==> config.mk <==
export PLATFORM = sky130hd
export DESIGN_NAME = ber_tlv_header_parser_core_flat
export DESIGN_NICKNAME = d
export VERILOG_FILES = /design/src/design/btp_pkg.sv /design/src/design/btp_if.sv /design/src/design/btp_front.sv /design/src/design/btp_queue.sv /design/src/design/btp_back.sv /design/src/design/ber_tlv_header_parser_core.sv /design/src/flat_wrapper.sv
export VERILOG_INCLUDE_DIRS = /design/src /design/src/design
export SDC_FILE = /design/constraint.sdc
export NUM_CORES = 1
export LEC_CHECK = 0
export BUFFER_PORTS_ARGS = -buffer_cell sky130_fd_sc_hd__clkbuf_2
export CORE_UTILIZATION = 30
export CTS_BUF_LIST = sky130_fd_sc_hd__clkbuf_16
export DETAILED_ROUTE_END_ITERATION = 6
export SLEW_MARGIN = 20
export SYNTH_ARGS = -nofsm -noshare
export SYNTH_HDL_FRONTEND = slang
export SYNTH_SLANG_ARGS = --single-unit
==> constraint.sdc <==
create_clock -name clk -period 6.85 [get_ports clk]
set_input_delay 1.0275 -clock clk [delete_from_list [all_inputs] [get_ports clk]]
set_output_delay 1.0275 -clock clk [all_outputs]
set_load 0.02 [all_outputs]
==> src/design/ber_tlv_header_parser_core_defines.svh <==
// Assertion macros shared by the parser modules.
`ifndef BER_TLV_HEADER_PARSER_CORE_DEFINES_SVH
`define BER_TLV_HEADER_PARSER_CORE_DEFINES_SVH

`ifndef SYNTH
`define BTP_ASSERT(lbl, clk, rst_n, prop, msg) \
  lbl: assert property (@(posedge clk) disable iff (!rst_n) prop) else $error(msg);
`define BTP_ASSERT_ALWAYS(lbl, clk, prop, msg) \
  lbl: assert property (@(posedge clk) prop) else $error(msg);
`else
`define BTP_ASSERT(lbl, clk, rst_n, prop, msg)
`define BTP_ASSERT_ALWAYS(lbl, clk, prop, msg)
`endif

`endif

==> src/design/btp_pkg.sv <==
package btp_pkg;

  localparam int MAX_DEPTH_DEF = 8;
  localparam int QUEUE_DEPTH   = 4;

  localparam logic [4:0] TAG_LONG_FORM  = 5'h1f;
  localparam int         CONS_BIT       = 5;
  localparam logic [2:0] LEN_LONG_MAX   = 3'd4;

  typedef enum logic [1:0] {
    EV_HEADER  = 2'd0,
    EV_CONTENT = 2'd1,
    EV_END     = 2'd2,
    EV_ERROR   = 2'd3
  } event_kind_t;

  typedef enum logic [1:0] {
    ERR_NONE     = 2'd0,
    ERR_LEN_FORM = 2'd1,
    ERR_TOO_DEEP = 2'd2
  } err_code_t;

  typedef struct packed {
    event_kind_t kind;
    logic [15:0] tag;
    logic [31:0] len;
    logic        cons;
    logic [3:0]  depth;
    logic [7:0]  cbyte;
    err_code_t   err;
    logic        last;
  } result_t;

endpackage

==> src/design/btp_if.sv <==
interface btp_in_if;
  logic       valid;
  logic       ready;
  logic [7:0] data_byte;
  logic       frame_start;

  modport source (output valid, output data_byte, output frame_start, input ready);
  modport sink   (input valid, input data_byte, input frame_start, output ready);
endinterface

interface btp_out_if;
  logic        valid;
  logic        ready;
  logic [1:0]  event_kind;
  logic [15:0] tag_number;
  logic [31:0] content_length;
  logic        is_constructed;
  logic [3:0]  nest_depth;
  logic [7:0]  content_byte;
  logic [1:0]  error_code;
  logic        last_of_run;

  modport source (output valid, output event_kind, output tag_number, output content_length,
                  output is_constructed, output nest_depth, output content_byte,
                  output error_code, output last_of_run, input ready);
  modport sink   (input valid, input event_kind, input tag_number, input content_length,
                  input is_constructed, input nest_depth, input content_byte,
                  input error_code, input last_of_run, output ready);
endinterface

==> src/design/btp_front.sv <==
`include "ber_tlv_header_parser_core_defines.svh"

module btp_front import btp_pkg::*; #(
  parameter int MAX_DEPTH = MAX_DEPTH_DEF
) (
  input  logic    clk,
  input  logic    rst_n,
  btp_in_if.sink  in_ch,
  input  logic    q_full,
  output logic    q_wr,
  output result_t q_data
);

  localparam int LVL_W = $clog2(MAX_DEPTH + 1);
  localparam int IDX_W = (MAX_DEPTH > 1) ? $clog2(MAX_DEPTH) : 1;

  typedef enum logic [2:0] {
    PH_TAG1,
    PH_TAG2,
    PH_LEN,
    PH_LENX,
    PH_BODY
  } phase_t;

  logic [31:0]      pos_r, pos_nxt;
  phase_t           phase_r, phase_nxt;
  logic [15:0]      tag_r, tag_nxt;
  logic [31:0]      len_r, len_nxt;
  logic [2:0]       lbl_r, lbl_nxt;
  logic [31:0]      cleft_r, cleft_nxt;
  logic             cons_r, cons_nxt;
  logic [LVL_W-1:0] level_r, level_nxt;
  logic             closing_r, closing_nxt;
  logic [31:0]      stack_r [MAX_DEPTH];

  logic             acc;
  logic [7:0]       b;
  logic [31:0]      p0, pos_n, fin_len, push_end, top;
  logic [LVL_W-1:0] lvl0, lvl1, lvl1_dec, lvl_dec2;
  phase_t           ph0, ph_n;
  logic             prim_v, fin, push, closes, more;
  result_t          prim;
  logic [IDX_W-1:0] idx_top, idx_next;

  assign in_ch.ready = !closing_r && !q_full;
  assign acc         = in_ch.valid && in_ch.ready;
  assign b           = in_ch.data_byte;

  always_comb begin
    p0        = in_ch.frame_start ? 32'd0 : pos_r;
    lvl0      = in_ch.frame_start ? '0 : level_r;
    ph0       = in_ch.frame_start ? PH_TAG1 : phase_r;
    pos_n     = p0 + 32'd1;
    ph_n      = ph0;
    tag_nxt   = tag_r;
    len_nxt   = len_r;
    lbl_nxt   = lbl_r;
    cleft_nxt = cleft_r;
    cons_nxt  = cons_r;
    fin       = 1'b0;
    fin_len   = 32'd0;
    push      = 1'b0;
    prim_v    = 1'b0;
    prim      = '0;
    case (ph0)
      PH_TAG2: begin
        tag_nxt = {tag_r[7:0], b};
        ph_n    = PH_LEN;
      end
      PH_LEN: begin
        len_nxt = 32'd0;
        if (!b[7]) begin
          len_nxt = {24'd0, b};
          fin     = 1'b1;
          fin_len = {24'd0, b};
        end else if (b[6:3] == 4'd0 && b[2:0] != 3'd0 && b[2:0] <= LEN_LONG_MAX) begin
          lbl_nxt = b[2:0];
          ph_n    = PH_LENX;
        end else begin
          prim_v      = 1'b1;
          prim.kind   = EV_ERROR;
          prim.tag    = tag_r;
          prim.cons   = cons_r;
          prim.err    = ERR_LEN_FORM;
          ph_n        = PH_TAG1;
        end
      end
      PH_LENX: begin
        len_nxt = {len_r[23:0], b};
        lbl_nxt = lbl_r - 3'd1;
        if (lbl_nxt == 3'd0) begin
          fin     = 1'b1;
          fin_len = len_nxt;
        end
      end
      PH_BODY: begin
        prim_v     = 1'b1;
        prim.kind  = EV_CONTENT;
        prim.tag   = tag_r;
        prim.len   = len_r;
        prim.cbyte = b;
        cleft_nxt  = cleft_r - 32'd1;
        if (cleft_nxt == 32'd0) begin
          ph_n = PH_TAG1;
        end
      end
      default: begin
        tag_nxt  = {8'd0, b};
        cons_nxt = b[CONS_BIT];
        ph_n     = (b[4:0] == TAG_LONG_FORM) ? PH_TAG2 : PH_LEN;
      end
    endcase

    if (fin) begin
      prim_v    = 1'b1;
      prim.tag  = tag_r;
      prim.len  = fin_len;
      prim.cons = cons_r;
      if (cons_r) begin
        ph_n = PH_TAG1;
        if (lvl0 >= LVL_W'(MAX_DEPTH)) begin
          prim.kind = EV_ERROR;
          prim.err  = ERR_TOO_DEEP;
        end else begin
          prim.kind = EV_HEADER;
          push      = 1'b1;
        end
      end else begin
        prim.kind = EV_HEADER;
        if (fin_len == 32'd0) begin
          ph_n = PH_TAG1;
        end else begin
          cleft_nxt = fin_len;
          ph_n      = PH_BODY;
        end
      end
    end

    lvl1       = lvl0 + LVL_W'(push);
    lvl1_dec   = lvl1 - LVL_W'(1);
    idx_top    = lvl1_dec[IDX_W-1:0];
    push_end   = pos_n + fin_len;
    top        = push ? push_end : stack_r[idx_top];
    closes     = (ph_n == PH_TAG1) && (lvl1 != '0) && (pos_n >= top);
    prim.depth = 4'(lvl1);
    prim.last  = !closes;
  end

  // close sequencer: one level popped per cycle while the queue is not full
  always_comb begin
    lvl_dec2 = level_r - LVL_W'(2);
    idx_next = lvl_dec2[IDX_W-1:0];
    more     = (level_r > LVL_W'(1)) && (pos_r >= stack_r[idx_next]);
  end

  always_comb begin
    pos_nxt     = pos_r;
    phase_nxt   = phase_r;
    level_nxt   = level_r;
    closing_nxt = closing_r;
    q_wr        = 1'b0;
    q_data      = prim;
    if (acc) begin
      pos_nxt     = pos_n;
      phase_nxt   = ph_n;
      level_nxt   = lvl1;
      closing_nxt = closes;
      q_wr        = prim_v;
    end else if (closing_r && !q_full) begin
      level_nxt    = level_r - LVL_W'(1);
      closing_nxt  = more;
      q_wr         = 1'b1;
      q_data       = '0;
      q_data.kind  = EV_END;
      q_data.cons  = 1'b1;
      q_data.depth = 4'(level_nxt);
      q_data.err   = ERR_NONE;
      q_data.last  = !more;
    end
  end

  always_ff @(posedge clk) begin
    if (!rst_n) begin
      pos_r     <= 32'd0;
      phase_r   <= PH_TAG1;
      tag_r     <= 16'd0;
      len_r     <= 32'd0;
      lbl_r     <= 3'd0;
      cleft_r   <= 32'd0;
      cons_r    <= 1'b0;
      level_r   <= '0;
      closing_r <= 1'b0;
    end else begin
      pos_r     <= pos_nxt;
      phase_r   <= phase_nxt;
      level_r   <= level_nxt;
      closing_r <= closing_nxt;
      if (acc) begin
        tag_r   <= tag_nxt;
        len_r   <= len_nxt;
        lbl_r   <= lbl_nxt;
        cleft_r <= cleft_nxt;
        cons_r  <= cons_nxt;
      end
    end
  end

  always_ff @(posedge clk) begin
    if (acc && push) begin
      stack_r[lvl0[IDX_W-1:0]] <= push_end;
    end
  end

  `BTP_ASSERT(a_level_bound, clk, rst_n, level_r <= LVL_W'(MAX_DEPTH), "nesting level overflow")
  `BTP_ASSERT(a_close_end_only, clk, rst_n, (closing_r && q_wr) |-> (q_data.kind == EV_END), "non-end transfer while closing")
  `BTP_ASSERT(a_close_needs_tag1, clk, rst_n, (acc && ph_n != PH_TAG1) |=> !closing_r, "closing inside a header or body")
  `BTP_ASSERT(a_close_nonempty, clk, rst_n, closing_r |-> (level_r != '0), "closing with no open level")

endmodule

==> src/design/btp_queue.sv <==
`include "ber_tlv_header_parser_core_defines.svh"

module btp_queue import btp_pkg::*; (
  input  logic    clk,
  input  logic    rst_n,
  input  logic    wr,
  input  result_t wr_data,
  output logic    full,
  input  logic    rd,
  output result_t rd_data,
  output logic    empty
);

  localparam int PTR_W = $clog2(QUEUE_DEPTH);
  localparam int CNT_W = $clog2(QUEUE_DEPTH + 1);

  result_t          mem_r [QUEUE_DEPTH];
  logic [PTR_W-1:0] wr_ptr_r, rd_ptr_r;
  logic [CNT_W-1:0] count_r;

  assign full    = (count_r == CNT_W'(QUEUE_DEPTH));
  assign empty   = (count_r == '0);
  assign rd_data = mem_r[rd_ptr_r];

  always_ff @(posedge clk) begin
    if (!rst_n) begin
      wr_ptr_r <= '0;
      rd_ptr_r <= '0;
      count_r  <= '0;
    end else begin
      if (wr) begin
        wr_ptr_r <= wr_ptr_r + PTR_W'(1);
      end
      if (rd) begin
        rd_ptr_r <= rd_ptr_r + PTR_W'(1);
      end
      count_r <= count_r + CNT_W'(wr) - CNT_W'(rd);
    end
  end

  always_ff @(posedge clk) begin
    if (wr) begin
      mem_r[wr_ptr_r] <= wr_data;
    end
  end

  `BTP_ASSERT(a_no_overflow, clk, rst_n, full |-> !wr, "write into full queue")
  `BTP_ASSERT(a_no_underflow, clk, rst_n, empty |-> !rd, "read from empty queue")

endmodule

==> src/design/btp_back.sv <==
module btp_back import btp_pkg::*; (
  input  logic      clk,
  input  logic      rst_n,
  input  logic      q_empty,
  input  result_t   q_data,
  output logic      q_rd,
  btp_out_if.source out_ch
);

  logic    out_valid_r, out_valid_nxt;
  result_t out_data_r;

  assign q_rd          = !q_empty && (!out_valid_r || out_ch.ready);
  assign out_valid_nxt = q_rd || (out_valid_r && !out_ch.ready);

  always_ff @(posedge clk) begin
    if (!rst_n) begin
      out_valid_r <= 1'b0;
    end else begin
      out_valid_r <= out_valid_nxt;
    end
    if (q_rd) begin
      out_data_r <= q_data;
    end
  end

  assign out_ch.valid          = out_valid_r;
  assign out_ch.event_kind     = out_data_r.kind;
  assign out_ch.tag_number     = out_data_r.tag;
  assign out_ch.content_length = out_data_r.len;
  assign out_ch.is_constructed = out_data_r.cons;
  assign out_ch.nest_depth     = out_data_r.depth;
  assign out_ch.content_byte   = out_data_r.cbyte;
  assign out_ch.error_code     = out_data_r.err;
  assign out_ch.last_of_run    = out_data_r.last;

endmodule

==> src/design/ber_tlv_header_parser_core.sv <==
// BER TLV header parser. Bytes enter on in_ch, one per cycle while ready; each byte yields
// zero or more header, content, end or error results on out_ch, the final one of a byte marked
// by last_of_run. The close sequencer pops one end-position stack entry per cycle while the
// queue has room, one per nested level a byte closes, and holds off new bytes meanwhile.
// Results pass through a four-entry queue and an output register, so bytes are taken while
// results wait, until the queue fills. The end-position stack needs no clearing after reset.
module ber_tlv_header_parser_core import btp_pkg::*; #(
  parameter int MAX_DEPTH = MAX_DEPTH_DEF
) (
  input  logic      clk,
  input  logic      rst_n,
  btp_in_if.sink    in_ch,
  btp_out_if.source out_ch
);

  logic    q_wr, q_full, q_rd, q_empty;
  result_t q_wr_data, q_rd_data;

  btp_front #(.MAX_DEPTH(MAX_DEPTH)) u_front (
    .clk    (clk),
    .rst_n  (rst_n),
    .in_ch  (in_ch),
    .q_full (q_full),
    .q_wr   (q_wr),
    .q_data (q_wr_data)
  );

  btp_queue u_queue (
    .clk     (clk),
    .rst_n   (rst_n),
    .wr      (q_wr),
    .wr_data (q_wr_data),
    .full    (q_full),
    .rd      (q_rd),
    .rd_data (q_rd_data),
    .empty   (q_empty)
  );

  btp_back u_back (
    .clk     (clk),
    .rst_n   (rst_n),
    .q_empty (q_empty),
    .q_data  (q_rd_data),
    .q_rd    (q_rd),
    .out_ch  (out_ch)
  );

endmodule

==> src/flat_wrapper.sv <==
// flat-port wrapper written by rule: the top's interface ports become plain ports
module ber_tlv_header_parser_core_flat import btp_pkg::*;
#(
  parameter int MAX_DEPTH = MAX_DEPTH_DEF
)
  (clk, rst_n, in_ch_valid, in_ch_data_byte, in_ch_frame_start, in_ch_ready, out_ch_valid, out_ch_event_kind, out_ch_tag_number, out_ch_content_length, out_ch_is_constructed, out_ch_nest_depth, out_ch_content_byte, out_ch_error_code, out_ch_last_of_run, out_ch_ready);
  btp_in_if in_ch_i ();
  btp_out_if out_ch_i ();
  input  logic clk;
  input  logic rst_n;
  input wire logic [$bits(in_ch_i.valid)-1:0] in_ch_valid;
  input wire logic [$bits(in_ch_i.data_byte)-1:0] in_ch_data_byte;
  input wire logic [$bits(in_ch_i.frame_start)-1:0] in_ch_frame_start;
  output wire logic [$bits(in_ch_i.ready)-1:0] in_ch_ready;
  output wire logic [$bits(out_ch_i.valid)-1:0] out_ch_valid;
  output wire logic [$bits(out_ch_i.event_kind)-1:0] out_ch_event_kind;
  output wire logic [$bits(out_ch_i.tag_number)-1:0] out_ch_tag_number;
  output wire logic [$bits(out_ch_i.content_length)-1:0] out_ch_content_length;
  output wire logic [$bits(out_ch_i.is_constructed)-1:0] out_ch_is_constructed;
  output wire logic [$bits(out_ch_i.nest_depth)-1:0] out_ch_nest_depth;
  output wire logic [$bits(out_ch_i.content_byte)-1:0] out_ch_content_byte;
  output wire logic [$bits(out_ch_i.error_code)-1:0] out_ch_error_code;
  output wire logic [$bits(out_ch_i.last_of_run)-1:0] out_ch_last_of_run;
  input wire logic [$bits(out_ch_i.ready)-1:0] out_ch_ready;
  assign in_ch_i.valid = in_ch_valid;
  assign in_ch_i.data_byte = in_ch_data_byte;
  assign in_ch_i.frame_start = in_ch_frame_start;
  assign in_ch_ready = in_ch_i.ready;
  assign out_ch_valid = out_ch_i.valid;
  assign out_ch_event_kind = out_ch_i.event_kind;
  assign out_ch_tag_number = out_ch_i.tag_number;
  assign out_ch_content_length = out_ch_i.content_length;
  assign out_ch_is_constructed = out_ch_i.is_constructed;
  assign out_ch_nest_depth = out_ch_i.nest_depth;
  assign out_ch_content_byte = out_ch_i.content_byte;
  assign out_ch_error_code = out_ch_i.error_code;
  assign out_ch_last_of_run = out_ch_i.last_of_run;
  assign out_ch_i.ready = out_ch_ready;
  ber_tlv_header_parser_core #(.MAX_DEPTH(MAX_DEPTH)) u_core (.clk(clk), .rst_n(rst_n), .in_ch(in_ch_i), .out_ch(out_ch_i));
endmodule
==> After elaboration in Yosys (flattened, before gate mapping) <==
Memory sizes are Yosys's and may differ from the RTL's. A register that Yosys moved wholly into a read port is not among the register bits.
Cells that the tools add are included.
{ "classes": {"addsub": 12, "order_cmp": 5, "n_eq_ne": 8, "n_mux": 63, "bitwise": 2, "n_reduce_logical": 36} }
{ "ops": {"columns": ["op", "n"], "rows": [
  ["two-way mux 32 bit", 8],
  ["two-way mux 66 bit", 2],
  ["one-hot mux 32 bit (2 select lines)", 2],
  ["greater-or-equal comparator 32 bit", 2],
  ["logical NOT 32 bit", 2],
  ["two-way mux 51 bit", 1],
  ["two-way mux 18 bit", 2],
  ["one-hot mux 18 bit (2 select lines)", 1],
  ["adder 32 x 1 -> 32 bit (second input constant)", 1],
  ["adder 32 bit", 1],
  ["one-hot mux 16 bit (2 select lines)", 1],
  ["subtractor 32 x 1 -> 32 bit (second input constant)", 1],
  ["two-way mux 3 bit", 8],
  ["two-way mux 1 bit", 21],
  ["two-way mux 2 bit", 8],
  ["two-way mux 4 bit", 3],
  ["one-hot mux 3 bit (4 select lines)", 1],
  ["logical AND 1 bit", 11],
  ["logical NOT 3 bit", 3],
  ["two-way mux 8 bit", 1],
  ["logical NOT 1 bit", 7],
  ["two-way mux 7 bit", 1],
  ["equality test 3 x 2 -> 1 bit (second input constant)", 2],
  ["equality test 3 bit (second input constant)", 2],
  ["25 further kinds", 34]
]} }
{ "word_totals": {"regBits": 132, "ram_bits": 520, "input_bits": 13, "output_inout_bits": 68, "elab_cells": 141, "n_memories": 2} }
{ "mem_list": {"columns": ["memory", "depth", "word_bits", "read_ports", "rd_clocked_by_memory_dff", "write_ports", "line", "text"], "rows": [
  ["u_core.u_queue.mem_r", 4, 66, 1, 1, 1, "btp_queue.sv:17", "result_t mem_r [QUEUE_DEPTH];"],
  ["u_core.u_front.stack_r", 8, 32, 2, 0, 1, "btp_front.sv:34", "logic [31:0] stack_r [MAX_DEPTH];"]
]} }

==> Depth between registers and ports, before layout <==
{ "logic_depth": {"depth_word": 14, "mapped_depth": 29, "ltp_nobuf": 25} }

==> By module <==
From an unflattened synthesis, not the netlist that was laid out.
{ "unflattened": {"hier_cells": 2499, "hier_area_um2": 34393.0} }
{ "modules_own_cells": {"columns": ["module", "n_inst", "cells_per_inst", "area_per_inst_um2", "seq_area_each_um2"], "rows": [
  ["btp_front", 1, 2042, 22406.5, 10169.8],
  ["btp_queue", 1, 387, 9960.8, 8107.8],
  ["btp_back", 1, 70, 2025.7, 2001.9]
]} }

==> Least setup slack after synthesis <==
No wires, ideal clock.
{ "synth_path": {"path_kind": "input to register", "start": "input in_ch_frame_start", "end": "memory u_core.u_queue.mem_r[0][0] in the netlist's numbering, data pin", "setup_ps": 187, "arrival_time_ps": 6791, "t_required_ps": 6663, "path_slack_ps": -129, "cell_stages": 28, "n_path_buf": 8, "path_cell_list": "clkbuf_1 -> nor2_1 -> nand2_1 -> or4_1 -> clkbuf_1 -> inv_2 -> clkbuf_1 -> ha_1 -> clkbuf_1 -> buf_2 -> buf_1 -> inv_1 -> ha_1 -> clkbuf_1 -> clkbuf_1 -> mux4_2 -> mux2i_1 -> nand2_1 -> o21ai_1 -> ha_1 -> a21o_1 -> a21o_1 -> a21oi_1 -> nor2_1 -> a2111oi_0 -> a21oi_1 -> o21a_1 -> a31oi_1"} }
{ "synth_lines": {"columns": ["element", "line", "text"], "rows": [
  ["start: declaration", "flat_wrapper.sv:13", "input wire logic [$bits(in_ch_i.frame_start)-1:0] in_ch_frame_start;"],
  ["end: declaration", "btp_queue.sv:17", null]
]} }

==> results.md <==
- Run status: finished, final reports clean
- Synth warn: 0
- Final worst-path cycle share: 0.886
- Final cell count without fillers: approximately 4200
- Setup TNS: 0 ns
- Number of remaining DRC errors: 0
- Antenna Diode Count: 0
- H-tree depth: 3
- Share of layout cells above drive strength 1: 0.196
- Slew margin rel.: 0.310
- Die area: between 100000 and 150000 sq um
- EDFF count, synth: about 590
- Area Growth Syn to Fin: 14.5%
- Met2 Use GR: 0.240
- CP arrival: 6.39 ns
- Fmax: between 150 and 200 MHz
- P_leak: about 0.014 uW
- Clk pwr share: 0.367
- CP max stage cell: a2111oi_0
- Cell variety after synth: between 80 and 90
- CTS buffer count: 75
- Max Transition Viols Final: 0
- Most used DFF post-synth: edfxtp_1
- Power Density: between 200 and 300 nW/um^2
- Die height: ~340 microns
- Clock Latency Late Sink: between 0.6 and 0.7 ns
- Clock transition at path regs: ~0.06 ns
- Share of power burned in registers: 0.476
- Main combinational cell family by area after synthesis: multiplexers
- Path type of the worst setup path: primary input to flip-flop
- Mux share of post-synthesis cell area: 0.145
- Core ar.: ~110000 sq um
- Post-synthesis cell count: 2574
- DPL Wire Length: between 50000 and 60000 microns
- GRT Total Usage: 0.152
- Switching power: 3050 uW
- First-pass GRT wire length: 137000 microns
- Initial antenna violation count: 2
- Simple logic cell fraction of the synthesized area: 0.104
- Synthesized cell area: ~35000 sq um
- Comb power frac: 0.157
- Compound-Gate Fraction of Synth Area: 0.0905
- Max FO, Critical Path: 7
- CP Capture Type: flip-flop
- P_int: 8150 uW
- Max-cap viol count: 0
- Clock skew: between 0.03 and 0.04 ns
- Post-Synth Adder-Cell Area: 0.0416
- Startpoint Class: primary input
- Worst Slack Setup Final: between 0.7 and 0.8 ns
- # hold bufs at CTS: 0
- Post-CTS Setup Bufs: 0
- Final Critical Period: 6.07 ns
- CTS Buffer Depth: 3
- Global placement routability congestion: 0.918
- TritonRoute pass-1 iters: 5
- FP Rows: 124
- Worst-Margin Slew: between 1 and 1.5 ns
- Leading cell types in the layout, fill and taps excluded: edfxtp_1 (586), nand2_1 (211), mux4_2 (194), nor2_1 (146), dfxtp_1 (128)
- Clock Sinks: roughly 720
- Asr flop ratio synth: 0
- Fill cells: 11000
- GRT Max-Usage Layer: met2
- Drt initial violations: 2175
- Worst Hold Class: flip-flop to flip-flop
- Mapped Nets: around 2700
- Port bufs: 80
- Via Count: between 20000 and 25000
- # nets final: 2799
- Fin Hold WS: 0.447 ns
- # IOs: 81
- Final Hold Viols: 0
- Remaining antenna violation count after routing: 0
- Commonest non-fill, non-tap cell in the layout: edfxtp_1
- CP Data Required Time: between 7 and 8 ns
- Syn Area/Cell: 13.6 sq um
- Placed Cells: roughly 4000
- Switching portion of total power: 0.272
- Sequential area share after synthesis: 0.579
- Vias in the first global route: 21700
- Chip Width: between 300 and 400 microns
- Final wirelength: about 90000 microns
- GR Util met3: 0.0228
- Pin count of the biggest net entering global routing: 74
- Initial core utilization: 0.304
- Post-DR wirelength/cell: between 20 and 25 microns
- Synthesis-stage register bit count: about 720
- GR Overflow Total: 0
- Vias per inst: roughly 5.2
- Post-CTS resize count: 0
- RSZ-0062 raised after global routing: false
- Root Buffer: clkbuf_16
- Final setup viols: 0
- Met1 global-route usage: 0.217
- Pre-CTS WS: between 0.2 and 0.3 ns
- Worst vdd ir: 0.000162 V
- CTS tree: yes
- XOR/XNOR Fraction of Synth Area: 0.0165
- Crit path largest cell delay: between 0.4 and 0.5 ns
synthesized netlist by cell type, types with 19 or more instances:
cell | number | area [sq um]
a21oi_1 | 126 | 631
nor2_1 | 150 | 563
and2_1 | 46 | 288
nand3_1 | 57 | 285
xor2_1 | 28 | 245
nor3_1 | 37 | 185
xnor2_1 | 38 | 333
inv_1 | 55 | 206
nand4_1 | 28 | 175
a21boi_0 | 39 | 293
mux4_2 | 194 | 4370
o21ai_0 | 73 | 365
nor2b_1 | 59 | 369
nand2_1 | 212 | 796
a21o_1 | 35 | 263
o21ai_1 | 20 | 100
buf_2 | 19 | 95.1
ha_1 | 113 | 1410
edfxtp_1 | 586 | 17600
dfxtp_1 | 132 | 2640
a21boi_1 | 31 | 233
buf_1 | 30 | 113
clkbuf_1 | 106 | 398
a22oi_1 | 41 | 308
mux2i_1 | 67 | 671
power groups by stage:
stage	sequential (uW)	combinational, uW	clock, uW
detailed placement	5430	1800	0
CTS	5340	1800	4210
floorplan	5590	1010	0
global placement	5430	1780	0
global route	5370	1920	4360
finish	5330	1760	4110
per-stage QoR:
step / power (uW) / area (sq um) / utilization
6_report: 11200 / 40000 / 0.348
5_1_grt: 11700 / 40000 / 0.348
2_1_floorplan: 6600 / 35000 / -
3_5_place_dp: 7230 / 37600 / 0.327
4_1_cts: 11300 / 40000 / 0.348
3_3_place_gp: 7210 / 37600 / 0.327
per-layer routing:
| layer | routed length, microns | vias to the layer above | share of wire |
|---|---|---|---|
| met1 | 41200 | 11200 | 0.46 |
| met5 | 15 | - | 0.00017 |
| met4 | 2330 | 2 | 0.026 |
| met2 | 41100 | 718 | 0.46 |
| met3 | 5340 | 130 | 0.059 |
| li1 | - | 10200 | - |
final timing paths:
| path | startpoint | end | slack [ns] | cells after the start |
|---|---|---|---|---|
| max | in_ch_frame_start | u_core.u_queue.mem_r[0][0] | 0.78 | 26 |
| min reg2reg | u_core.u_front.tag_r[14] | u_core.u_front.tag_r[14] | 0.45 | 2 |
| min | u_core.u_front.tag_r[14] | u_core.u_front.tag_r[14] | 0.45 | 2 |
| max reg2reg | u_core.u_front.pos_r[0] | u_core.u_queue.mem_r[0][0] | 0.85 | 26 |
layout make-up:
type	count	area [sq um]	area share
Clock buffer	75	1880	0.0469
Clock inverter	59	577	0.0144
Inverter	58	218	0.00544
Multi-Input combinational cell	1640	14000	0.350
Sequential cell	718	20300	0.506
Tap cell	1512	1890	0.0473
Timing Repair Buffer	178	1190	0.0297
critical path: cells and delay by family:
kind	cells	cell delay, ns
AOI/OAI and AO/OA	10	2.31
xor gates and xnor gates	1	0.14
and+or+nand+nor	10	1.77
adders and majority gates	3	0.77
buffers and inverters	2	0.32
flip-flops by register name, indices dropped and copies added, names as in the netlist, 2 cells and up:
| name | count |
|---|---|
| u_core.u_queue.rd_ptr_r | 2 |
| u_core.u_back.out_ch.tag_number | 16 |
| u_core.u_queue.count_r | 3 |
| u_core.u_back.out_ch.content_byte | 8 |
| u_core.u_back.out_ch.nest_depth | 4 |
| u_core.u_front.tag_r | 16 |
| u_core.u_back.out_ch.content_length | 32 |
| u_core.u_front.len_r | 32 |
| u_core.u_front.pos_r | 32 |
| u_core.u_queue.wr_ptr_r | 2 |
| u_core.u_back.out_ch.error_code | 2 |
| u_core.u_front.level_r | 4 |
| u_core.u_front.cleft_r | 32 |
| u_core.u_queue.mem_r | 264 |
| u_core.u_front.lbl_r | 3 |
| u_core.u_back.out_ch.event_kind | 2 |
| u_core.u_front.phase_r | 3 |
| u_core.u_front.stack_r | 256 |
logic make-up (layout without fill, tap and decap cells):
logic type,Yosys count,in the layout
mux,262,262
buf+inv,216,370
flops,718,718
compound gates,486,486
fa+ha+maj,115,115
xor+xnor,66,66
simple gates,711,711
(Power assumes the default switching activity.)
